[src/rtl/core/tpaf_pkg.sv]
// ----------------------------------------------------------------------------
// tpaf_pkg
// shared types and constants of the triac phase-angle firing controller
// ----------------------------------------------------------------------------
package tpaf_pkg;

  // request codes carried by req_type
  localparam logic [2:0] REQ_TICK  = 3'd0;
  localparam logic [2:0] REQ_EDGE  = 3'd1;
  localparam logic [2:0] REQ_START = 3'd2;
  localparam logic [2:0] REQ_STOP  = 3'd3;
  localparam logic [2:0] REQ_SET   = 3'd4;

  // configuration register indexes
  localparam logic [2:0] CFG_MAINS_SIXTY_HZ = 3'd0;
  localparam logic [2:0] CFG_GATE_PULSE_US  = 3'd1;
  localparam logic [2:0] CFG_MIN_PERCENT    = 3'd2;
  localparam logic [2:0] CFG_MAX_PERCENT    = 3'd3;
  localparam logic [2:0] CFG_MAX_SPEED_RPM  = 3'd4;

  // reset values of the configuration registers
  localparam logic [13:0] RST_GATE_PULSE_US = 14'd100;
  localparam logic [14:0] RST_MIN_PERCENT   = 15'd0;
  localparam logic [14:0] RST_MAX_PERCENT   = 15'd25600;
  localparam logic [15:0] RST_MAX_SPEED_RPM = 16'd1500;

  // mains half cycles in microseconds
  localparam logic [13:0] HALF_50 = 14'd10000;
  localparam logic [13:0] HALF_60 = 14'd8333;

  // percent full scale in units of 1/256 percent, and 1.0 in Q1.16
  localparam logic [16:0] PCT_FULL = 17'd25600;
  localparam logic [16:0] X_ONE    = 17'h10000;

  // shared divider widths
  localparam int DIV_W = 32;
  localparam int DVS_W = 16;

  typedef struct packed {
    logic busy;
    logic done;
  } tpaf_div_stat_t;

endpackage

[src/rtl/core/tpaf_div.sv]
// ----------------------------------------------------------------------------
// tpaf_div
// restoring divider, one quotient bit per cycle
// ----------------------------------------------------------------------------
module tpaf_div (
  input  logic                       clk,
  input  logic                       rst,
  input  logic                       start,
  input  logic [tpaf_pkg::DIV_W-1:0] dividend,
  input  logic [tpaf_pkg::DVS_W-1:0] divisor,
  output logic [tpaf_pkg::DIV_W-1:0] quotient,
  output tpaf_pkg::tpaf_div_stat_t   stat
);
  import tpaf_pkg::*;

  localparam int CNT_W = $clog2(DIV_W);

  logic [DVS_W-1:0] rem;
  logic [DVS_W-1:0] dvs;
  logic [DIV_W-1:0] quo;
  logic [CNT_W-1:0] count;
  logic             busy;
  logic             done;
  logic [DVS_W:0]   trial;
  logic [DVS_W:0]   diff;
  logic             fits;

  assign trial = {rem, quo[DIV_W-1]};
  assign fits  = (trial >= {1'b0, dvs});
  assign diff  = trial - {1'b0, dvs};

  always_ff @(posedge clk) begin
    if (rst) begin
      busy <= 1'b0;
      done <= 1'b0;
    end else begin
      done <= 1'b0;
      if (start) begin
        busy  <= 1'b1;
        count <= CNT_W'(DIV_W - 1);
        rem   <= '0;
        quo   <= dividend;
        dvs   <= divisor;
      end else if (busy) begin
        if (fits) begin
          rem <= diff[DVS_W-1:0];
        end else begin
          rem <= trial[DVS_W-1:0];
        end
        quo <= {quo[DIV_W-2:0], fits};
        if (count == '0) begin
          busy <= 1'b0;
          done <= 1'b1;
        end else begin
          count <= count - CNT_W'(1);
        end
      end
    end
  end

  assign quotient  = quo;
  assign stat.busy = busy;
  assign stat.done = done;

endmodule

[src/rtl/core/triac_phase_angle_firing_top.sv]
// ----------------------------------------------------------------------------
// triac_phase_angle_firing_top
// phase-angle firing controller: tick-driven delay and gate pulse timing,
// zero-cross debounce, and speed-to-delay mapping on a shared mul/div unit
// ----------------------------------------------------------------------------
//
// channel   direction  handshake            payload
// in        input      in_valid / in_stall   req_type, target_speed_rpm
// out       output     out_valid / out_stall gate_level, is_running,
//                                            fire_pending, firing_delay_us,
//                                            edge_accepted
// cfg       input      cfg_valid / cfg_ready cfg_index, cfg_data
//
// for tick, edge, start, stop and unknown requests, the word is taken and
// its result is loaded at the same edge
// set target runs the sequencer from S_PMUL to S_CAP, with two passes through
// the shared restoring divider (one when max_percent <= min_percent)
// a new word is taken in the cycle the previous result leaves, so a stall on
// out holds off in, and in stays stalled while a set target is in flight
// rst is synchronous; it restores register defaults and clears the controller
module triac_phase_angle_firing_top #(
  parameter int SAFETY_MARGIN_US = 200,
  parameter int TIME_BITS        = 16
) (
  input  logic        clk,
  input  logic        rst,
  // input words
  input  logic        in_valid,
  output logic        in_stall,
  input  logic [2:0]  req_type,
  input  logic [15:0] target_speed_rpm,
  // result words
  output logic        out_valid,
  input  logic        out_stall,
  output logic        gate_level,
  output logic        is_running,
  output logic        fire_pending,
  output logic [13:0] firing_delay_us,
  output logic        edge_accepted,
  // register writes
  input  logic        cfg_valid,
  output logic        cfg_ready,
  input  logic [2:0]  cfg_index,
  input  logic [15:0] cfg_data
);
  import tpaf_pkg::*;

  // delay caps and debounce windows for both mains frequencies
  localparam logic [13:0] CAP_50 = 14'(10000 - SAFETY_MARGIN_US);
  localparam logic [13:0] CAP_60 = 14'(8333 - SAFETY_MARGIN_US);
  localparam logic [TIME_BITS-1:0] THIRD_50 = TIME_BITS'(10000 / 3);
  localparam logic [TIME_BITS-1:0] THIRD_60 = TIME_BITS'(8333 / 3);

  // sequencer for the speed-to-delay mapping
  typedef enum logic [3:0] {
    S_IDLE,
    S_PMUL,   // rpm * 25600
    S_PDIV,   // start percent division
    S_PWAIT,  // wait, then clamp percent
    S_XDIV,   // start fraction division, or take x = 1
    S_XWAIT,  // wait for x
    S_SQ,     // x * x
    S_INV,    // (1 - x^2) * half
    S_CAP     // cap and write delay
  } state_t;

  state_t state;

  // configuration registers
  logic        mains_sixty_hz;
  logic [13:0] gate_pulse_us;
  logic [14:0] min_percent;
  logic [14:0] max_percent;
  logic [15:0] max_speed_rpm;

  // controller state
  logic                 running_flag, running_flag_next;
  logic [13:0]          delay_value;
  logic [TIME_BITS-1:0] since_last_edge, since_last_edge_next;
  logic                 seen_edge, seen_edge_next;
  logic [13:0]          delay_countdown, delay_countdown_next;
  logic                 pending_flag, pending_flag_next;
  logic [13:0]          pulse_countdown, pulse_countdown_next;
  logic                 gate_out, gate_out_next;
  logic                 accepted, accepted_next;

  // datapath registers
  logic [15:0] rpm;
  logic [14:0] p_clamp;
  logic [16:0] x;
  logic [33:0] prod;

  // shared multiplier and divider
  logic [16:0]          mul_a;
  logic [16:0]          mul_b;
  logic [33:0]          mul_p;
  logic                 div_start;
  logic [DIV_W-1:0]     div_dividend;
  logic [DVS_W-1:0]     div_divisor;
  logic [DIV_W-1:0]     div_quo;
  tpaf_div_stat_t       div_stat;

  logic                 in_acc;
  logic [13:0]          half;
  logic [13:0]          cap;
  logic [TIME_BITS-1:0] third;
  logic                 ignore_edge;
  logic [15:0]          scale;
  logic                 span_ok;
  logic [31:0]          p_lo;
  logic [31:0]          p_hi;
  logic [17:0]          d_raw;

  assign cfg_ready = 1'b1;
  assign in_stall  = (state != S_IDLE) || (out_valid && out_stall);
  assign in_acc    = in_valid && !in_stall;

  assign half  = mains_sixty_hz ? HALF_60 : HALF_50;
  assign cap   = mains_sixty_hz ? CAP_60 : CAP_50;
  assign third = mains_sixty_hz ? THIRD_60 : THIRD_50;
  assign scale = (max_speed_rpm == 16'd0) ? 16'd1 : max_speed_rpm;

  // limits leave a usable range only when max is above min
  assign span_ok = (max_percent > min_percent);

  // debounce: too soon after the previous edge
  assign ignore_edge = seen_edge && (since_last_edge < third);

  // percent clamp, low limit first and then high limit
  assign p_lo = (div_quo < {17'd0, min_percent}) ? {17'd0, min_percent} : div_quo;
  assign p_hi = (p_lo > {17'd0, max_percent}) ? {17'd0, max_percent} : p_lo;

  assign d_raw = prod[33:16];

  // multiplier operand select
  always_comb begin
    case (state)
      S_PMUL: begin
        mul_a = {1'b0, rpm};
        mul_b = PCT_FULL;
      end
      S_SQ: begin
        mul_a = x;
        mul_b = x;
      end
      S_INV: begin
        mul_a = X_ONE - prod[32:16];
        mul_b = {3'd0, half};
      end
      default: begin
        mul_a = '0;
        mul_b = '0;
      end
    endcase
  end

  assign mul_p = {17'd0, mul_a} * {17'd0, mul_b};

  // divider operands: percent first, then normalized fraction
  assign div_start    = (state == S_PDIV) || ((state == S_XDIV) && span_ok);
  assign div_dividend = (state == S_PDIV) ? prod[31:0]
                                          : {1'b0, p_clamp - min_percent, 16'd0};
  assign div_divisor  = (state == S_PDIV) ? scale
                                          : {1'b0, max_percent - min_percent};

  tpaf_div u_div (
    .clk      (clk),
    .rst      (rst),
    .start    (div_start),
    .dividend (div_dividend),
    .divisor  (div_divisor),
    .quotient (div_quo),
    .stat     (div_stat)
  );

  // tick, edge, start and stop requests
  always_comb begin
    running_flag_next    = running_flag;
    since_last_edge_next = since_last_edge;
    seen_edge_next       = seen_edge;
    delay_countdown_next = delay_countdown;
    pending_flag_next    = pending_flag;
    pulse_countdown_next = pulse_countdown;
    gate_out_next        = gate_out;
    accepted_next        = accepted;
    if (in_acc) begin
      accepted_next = 1'b0;
      case (req_type)
        REQ_TICK: begin
          if (since_last_edge != '1) begin
            since_last_edge_next = since_last_edge + TIME_BITS'(1);
          end
          // pulse first, then delay
          if (pulse_countdown != 14'd0) begin
            pulse_countdown_next = pulse_countdown - 14'd1;
            if (pulse_countdown == 14'd1) begin
              gate_out_next = 1'b0;
            end
          end
          if (pending_flag) begin
            if (delay_countdown > 14'd1) begin
              delay_countdown_next = delay_countdown - 14'd1;
            end else begin
              delay_countdown_next = 14'd0;
              gate_out_next        = 1'b1;
              pulse_countdown_next = (gate_pulse_us == 14'd0) ? 14'd1 : gate_pulse_us;
              pending_flag_next    = 1'b0;
            end
          end
        end
        REQ_EDGE: begin
          since_last_edge_next = '0;
          seen_edge_next       = 1'b1;
          if (!ignore_edge) begin
            accepted_next = 1'b1;
            if (running_flag && (delay_value < half)) begin
              delay_countdown_next = delay_value;
              pending_flag_next    = 1'b1;
            end
          end
        end
        REQ_START: begin
          running_flag_next = 1'b1;
        end
        REQ_STOP: begin
          // pending fire and pulse countdown keep going
          if (running_flag) begin
            running_flag_next = 1'b0;
            gate_out_next     = 1'b0;
          end
        end
        default: begin
        end
      endcase
    end
  end

  always_ff @(posedge clk) begin
    if (rst) begin
      state           <= S_IDLE;
      out_valid       <= 1'b0;
      mains_sixty_hz  <= 1'b0;
      gate_pulse_us   <= RST_GATE_PULSE_US;
      min_percent     <= RST_MIN_PERCENT;
      max_percent     <= RST_MAX_PERCENT;
      max_speed_rpm   <= RST_MAX_SPEED_RPM;
      running_flag    <= 1'b0;
      delay_value     <= '0;
      since_last_edge <= '0;
      seen_edge       <= 1'b0;
      delay_countdown <= '0;
      pending_flag    <= 1'b0;
      pulse_countdown <= '0;
      gate_out        <= 1'b0;
      accepted        <= 1'b0;
    end else begin
      running_flag    <= running_flag_next;
      since_last_edge <= since_last_edge_next;
      seen_edge       <= seen_edge_next;
      delay_countdown <= delay_countdown_next;
      pending_flag    <= pending_flag_next;
      pulse_countdown <= pulse_countdown_next;
      gate_out        <= gate_out_next;
      accepted        <= accepted_next;

      // result word handshake
      if (in_acc) begin
        out_valid <= (req_type != REQ_SET);
      end else if (state == S_CAP) begin
        out_valid <= 1'b1;
      end else if (out_valid && !out_stall) begin
        out_valid <= 1'b0;
      end

      if (cfg_valid && cfg_ready) begin
        case (cfg_index)
          CFG_MAINS_SIXTY_HZ: mains_sixty_hz <= cfg_data[0];
          CFG_GATE_PULSE_US:  gate_pulse_us  <= cfg_data[13:0];
          CFG_MIN_PERCENT:    min_percent    <= cfg_data[14:0];
          CFG_MAX_PERCENT:    max_percent    <= cfg_data[14:0];
          CFG_MAX_SPEED_RPM:  max_speed_rpm  <= cfg_data;
          default: begin
          end
        endcase
      end

      case (state)
        S_IDLE: begin
          if (in_acc && (req_type == REQ_SET)) begin
            rpm   <= target_speed_rpm;
            state <= S_PMUL;
          end
        end
        S_PMUL: begin
          prod  <= mul_p;
          state <= S_PDIV;
        end
        S_PDIV: begin
          state <= S_PWAIT;
        end
        S_PWAIT: begin
          if (div_stat.done) begin
            p_clamp <= p_hi[14:0];
            state   <= S_XDIV;
          end
        end
        S_XDIV: begin
          if (span_ok) begin
            state <= S_XWAIT;
          end else begin
            x     <= X_ONE;
            state <= S_SQ;
          end
        end
        S_XWAIT: begin
          if (div_stat.done) begin
            // quotient never exceeds 1.0 since the percent is clamped
            x     <= div_quo[16:0];
            state <= S_SQ;
          end
        end
        S_SQ: begin
          prod  <= mul_p;
          state <= S_INV;
        end
        S_INV: begin
          prod  <= mul_p;
          state <= S_CAP;
        end
        S_CAP: begin
          if (d_raw > {4'd0, cap}) begin
            delay_value <= cap;
          end else begin
            delay_value <= d_raw[13:0];
          end
          state <= S_IDLE;
        end
        default: begin
          state <= S_IDLE;
        end
      endcase
    end
  end

  // result fields are the controller state after the last word
  assign gate_level      = gate_out;
  assign is_running      = running_flag;
  assign fire_pending    = pending_flag;
  assign firing_delay_us = delay_value;
  assign edge_accepted   = accepted;

`ifndef SYNTHESIS
  // no input word is taken while the mapping sequencer is busy
  a_busy_stalls: assert property (@(posedge clk) disable iff (rst)
    (state != S_IDLE) |-> in_stall)
    else $error("input taken while sequencer busy");

  // the divider is never restarted mid-division
  a_div_free: assert property (@(posedge clk) disable iff (rst)
    div_start |-> !div_stat.busy)
    else $error("divider started while busy");

  // the gate is only high while a pulse countdown runs
  a_gate_pulse: assert property (@(posedge clk) disable iff (rst)
    gate_out |-> (pulse_countdown != 14'd0))
    else $error("gate high with no pulse countdown");

  // finishing a set target always presents a result
  a_set_result: assert property (@(posedge clk) disable iff (rst)
    (state == S_CAP) |=> out_valid)
    else $error("set target finished without a result");
`endif

endmodule
[config.mk]
export PLATFORM = sky130hd
export DESIGN_NAME = triac_phase_angle_firing_top
export DESIGN_NICKNAME = d
export VERILOG_FILES = /design/src/rtl/core/tpaf_pkg.sv /design/src/rtl/core/tpaf_div.sv /design/src/rtl/core/triac_phase_angle_firing_top.sv
export SDC_FILE = /design/constraint.sdc
export NUM_CORES = 1
export LEC_CHECK = 0
export ABC_AREA = 1
export BUFFER_PORTS_ARGS = -buffer_cell sky130_fd_sc_hd__buf_2
export CAP_MARGIN = 5
export CORE_UTILIZATION = 50
export DETAILED_ROUTE_END_ITERATION = 8
export GPL_ROUTABILITY_DRIVEN = 0
export PLACE_DENSITY = 0.69
export SLEW_MARGIN = 10
export SYNTH_ARGS = -nofsm -noshare
export SYNTH_HDL_FRONTEND = slang
export SYNTH_HIERARCHICAL = 1
export SYNTH_SLANG_ARGS = --single-unit
[constraint.sdc]
create_clock -name clk -period 6.3 [get_ports clk]
set_clock_uncertainty 0.15 [all_clocks]
set_input_delay 0.63 -clock clk [delete_from_list [all_inputs] [get_ports clk]]
set_output_delay 0.63 -clock clk [all_outputs]
set_load 0.02 [all_outputs]
==> run_results.csv <==
group,metric,value,unit
drt,drt_iter0_drc,1874,
die,ios,64,
place,place_ws,-0.478,ns
synth,syn_avg_cell_area,7.54,um2
sta,slew_violations,0,
synth,netlist_area,0.0273,mm2
global_routing,grt_pass1_vias,24300,
sta,timing.final.hold_violations,0,
min_path,whs_path_depth,1,
place,portBuffers,62,
sta,max_freq,148,MHz
cells_and_area,finish.instance_area,0.0329,mm2
clocking,htree_levels,2,
sta,period_minus_slack,6.75,ns
clocking,insertion_delay,0.56,ns
clocking,numCtsBuffers,35,
critical_path,cp_common_cell,"inv_2",
critical_path,end_kind,"register",
drt,drt-wirelength-per-cell,18.0,um
cells_and_area,drive_gt1_frac,0.189,
drt,dr_total_vias,25100,
clocking,root_buffer,"clkbuf_16",
global_routing,grt_pass1_wl,131000,um
clocking,path_clk_slew,0.06,ns
status,violations,"negative setup slack",
die,die_h,236,um
sta,worst_pin_slew,0.856,ns
die,start_util,0.506,
clocking,ctsHoldBuffers,0,
die,rows,85,
cells_and_area,fin_util,0.610,
synth,yosys_warnings,6,
power_and_ir_drop,power_density,133,mW/mm2
sta,hold_ws,0.105,ns
place,placed_area,0.0305,mm2
critical_path,startpoint_type,"register",
status,outcome,"finished, violations left",
critical_path,cp_num_buf_inv,11,
global_routing,track_usage,0.300,
sta,max_slew_margin,0.429,
critical_path,reg2reg_depth,33,
synth,synthCells,3623,
critical_path,critPathMaxStageDelay,0.56,ns
critical_path,worstSetupPathType,"register to register",
sta,rsz0062_at_grt,"true",
global_routing,grt_antenna_before_repair,0,
critical_path,crit_required,6.44,ns
critical_path,cp_max_fo,6,
power_and_ir_drop,leakagePower,16.0,nW
drt,drt-total-wl,83900,um
sta,fin_crit_sh,1.07,
drt,drtAntennaViolNets,0,
clocking,clock_sinks,282,
critical_path,critPathArrivalTime,6.89,ns
sta,setup_viol,21,
drt,avgViaCountPerCell,5.37,
critical_path,critPathSlowestCell,"fa_2",
run,drv_cap,0,
power_and_ir_drop,ir_worst_vdd,0.000153,V
clocking,tritoncts,"built",
drt,dr.pass1.iters,5,
min_path,hold_path.class,"input pin to register",
cells_and_area,area_growth,20.6,%
drt,drc_errors,0,
critical_path,critical_path_depth,33,
clocking,cts_max_path_buffers,3,
cells_and_area,layout.nets,4433,
synth,synth_fp_nets,4106,
global_routing,grt_overflow,0,
sta,timing.final.ws_setup,-0.454,ns
cells_and_area,antennaDiodeCount,0,
die,dieArea,0.0555,mm2
die,core_area,0.0539,mm2
die,die_w,236,um
critical_path,crit_family,"adder cells",
global_routing,grt_max_degree,82,
place,hpwl,64400,um
[flip-flops by register name, indices dropped and copies added (netlist names), 16 cells and up]
name             cells
u_div/quotient      32
x                   17
max_speed_rpm       16
u_div/rem           16
since_last_edge     16
rpm                 16
u_div/dvs           16
prod                34
[report_power, final]
group | total, mW | internal, mW | switching (mW)
registers | 1.98 | 1.95 | 0.0209
clock network | 1.95 | 1.10 | 0.845
logic | 0.455 | 0.160 | 0.295
[stage by stage]
| stage | std cells | TNS, ns | power [mW] |
|---|---|---|---|
| global route | 4672 | -13.22 | 4.53 |
| global placement | 4571 | -6.25 | 2.44 |
| CTS | 4656 | -4.15 | 4.39 |
| floorplan | 3623 | -0.0583 | 2.30 |
| detailed placement | 4571 | -8.09 | 2.45 |
| finish | 4672 | -6.77 | 4.38 |
[metal layers]
| metal | up-vias | part of all wire | GRT usage | wire [um] |
|---|---|---|---|---|
| met5 | - | 0 | 0 | 0 |
| met4 | 0 | 0.059 | 0.153 | 4940 |
| met3 | 249 | 0.075 | 0.0616 | 6320 |
| met2 | 945 | 0.46 | 0.488 | 38900 |
| met1 | 11900 | 0.40 | 0.377 | 33700 |
| li1 | 12000 | - | - | - |
[cell usage in the layout, fill, tap and decap left out, types with 130 or more instances in the layout]
| master | n |
|---|---|
| inv_1 | 609 |
| nand3_1 | 148 |
| nand2_1 | 851 |
| ha_1 | 186 |
| nor2_1 | 366 |
| o21ai_0 | 130 |
| edfxtp_1 | 151 |
| dfxtp_1 | 131 |
| buf_4 | 282 |
| a21oi_1 | 172 |
| fa_1 | 217 |
[cell type report]
cell class	count	area (um2)
Sequential cell	282	7160
Tap cell	696	871
Inverter	679	2580
Clock inverter	18	149
Multi-Input combinational cell	2573	18300
Clock buffer	45	935
Timing Repair Buffer	379	2910
Fill cell	4761	21000
[what timing repair did]
action	in CTS	in global routing
pin swaps	74	68
resized for setup	130	129
buffers inserted	23	16
cloned	0	1
setup endpoints to repair	22	25
[path summary, 6_finish.rpt]
| path | to | from | slack (ns) |
|---|---|---|---|
| max | prod[33] | prod[16] | -0.45 |
| min | rpm[3] | target_speed_rpm[3] | 0.11 |
| max reg2reg | prod[33] | prod[16] | -0.45 |
| min reg2reg | edge_accepted | edge_accepted | 0.33 |
[worst reg2reg max path: cells and delay by family (launching register included)]
family	cells	cell delay, ns
AOI/OAI and AO/OA	2	0.29
DFF	1	0.40
adders and majority gates	8	3.39
xor gates and xnor gates	1	0.07
and+or+nand+nor	11	1.32
buffers and inverters	11	0.86
(Power assumes the default switching activity.)
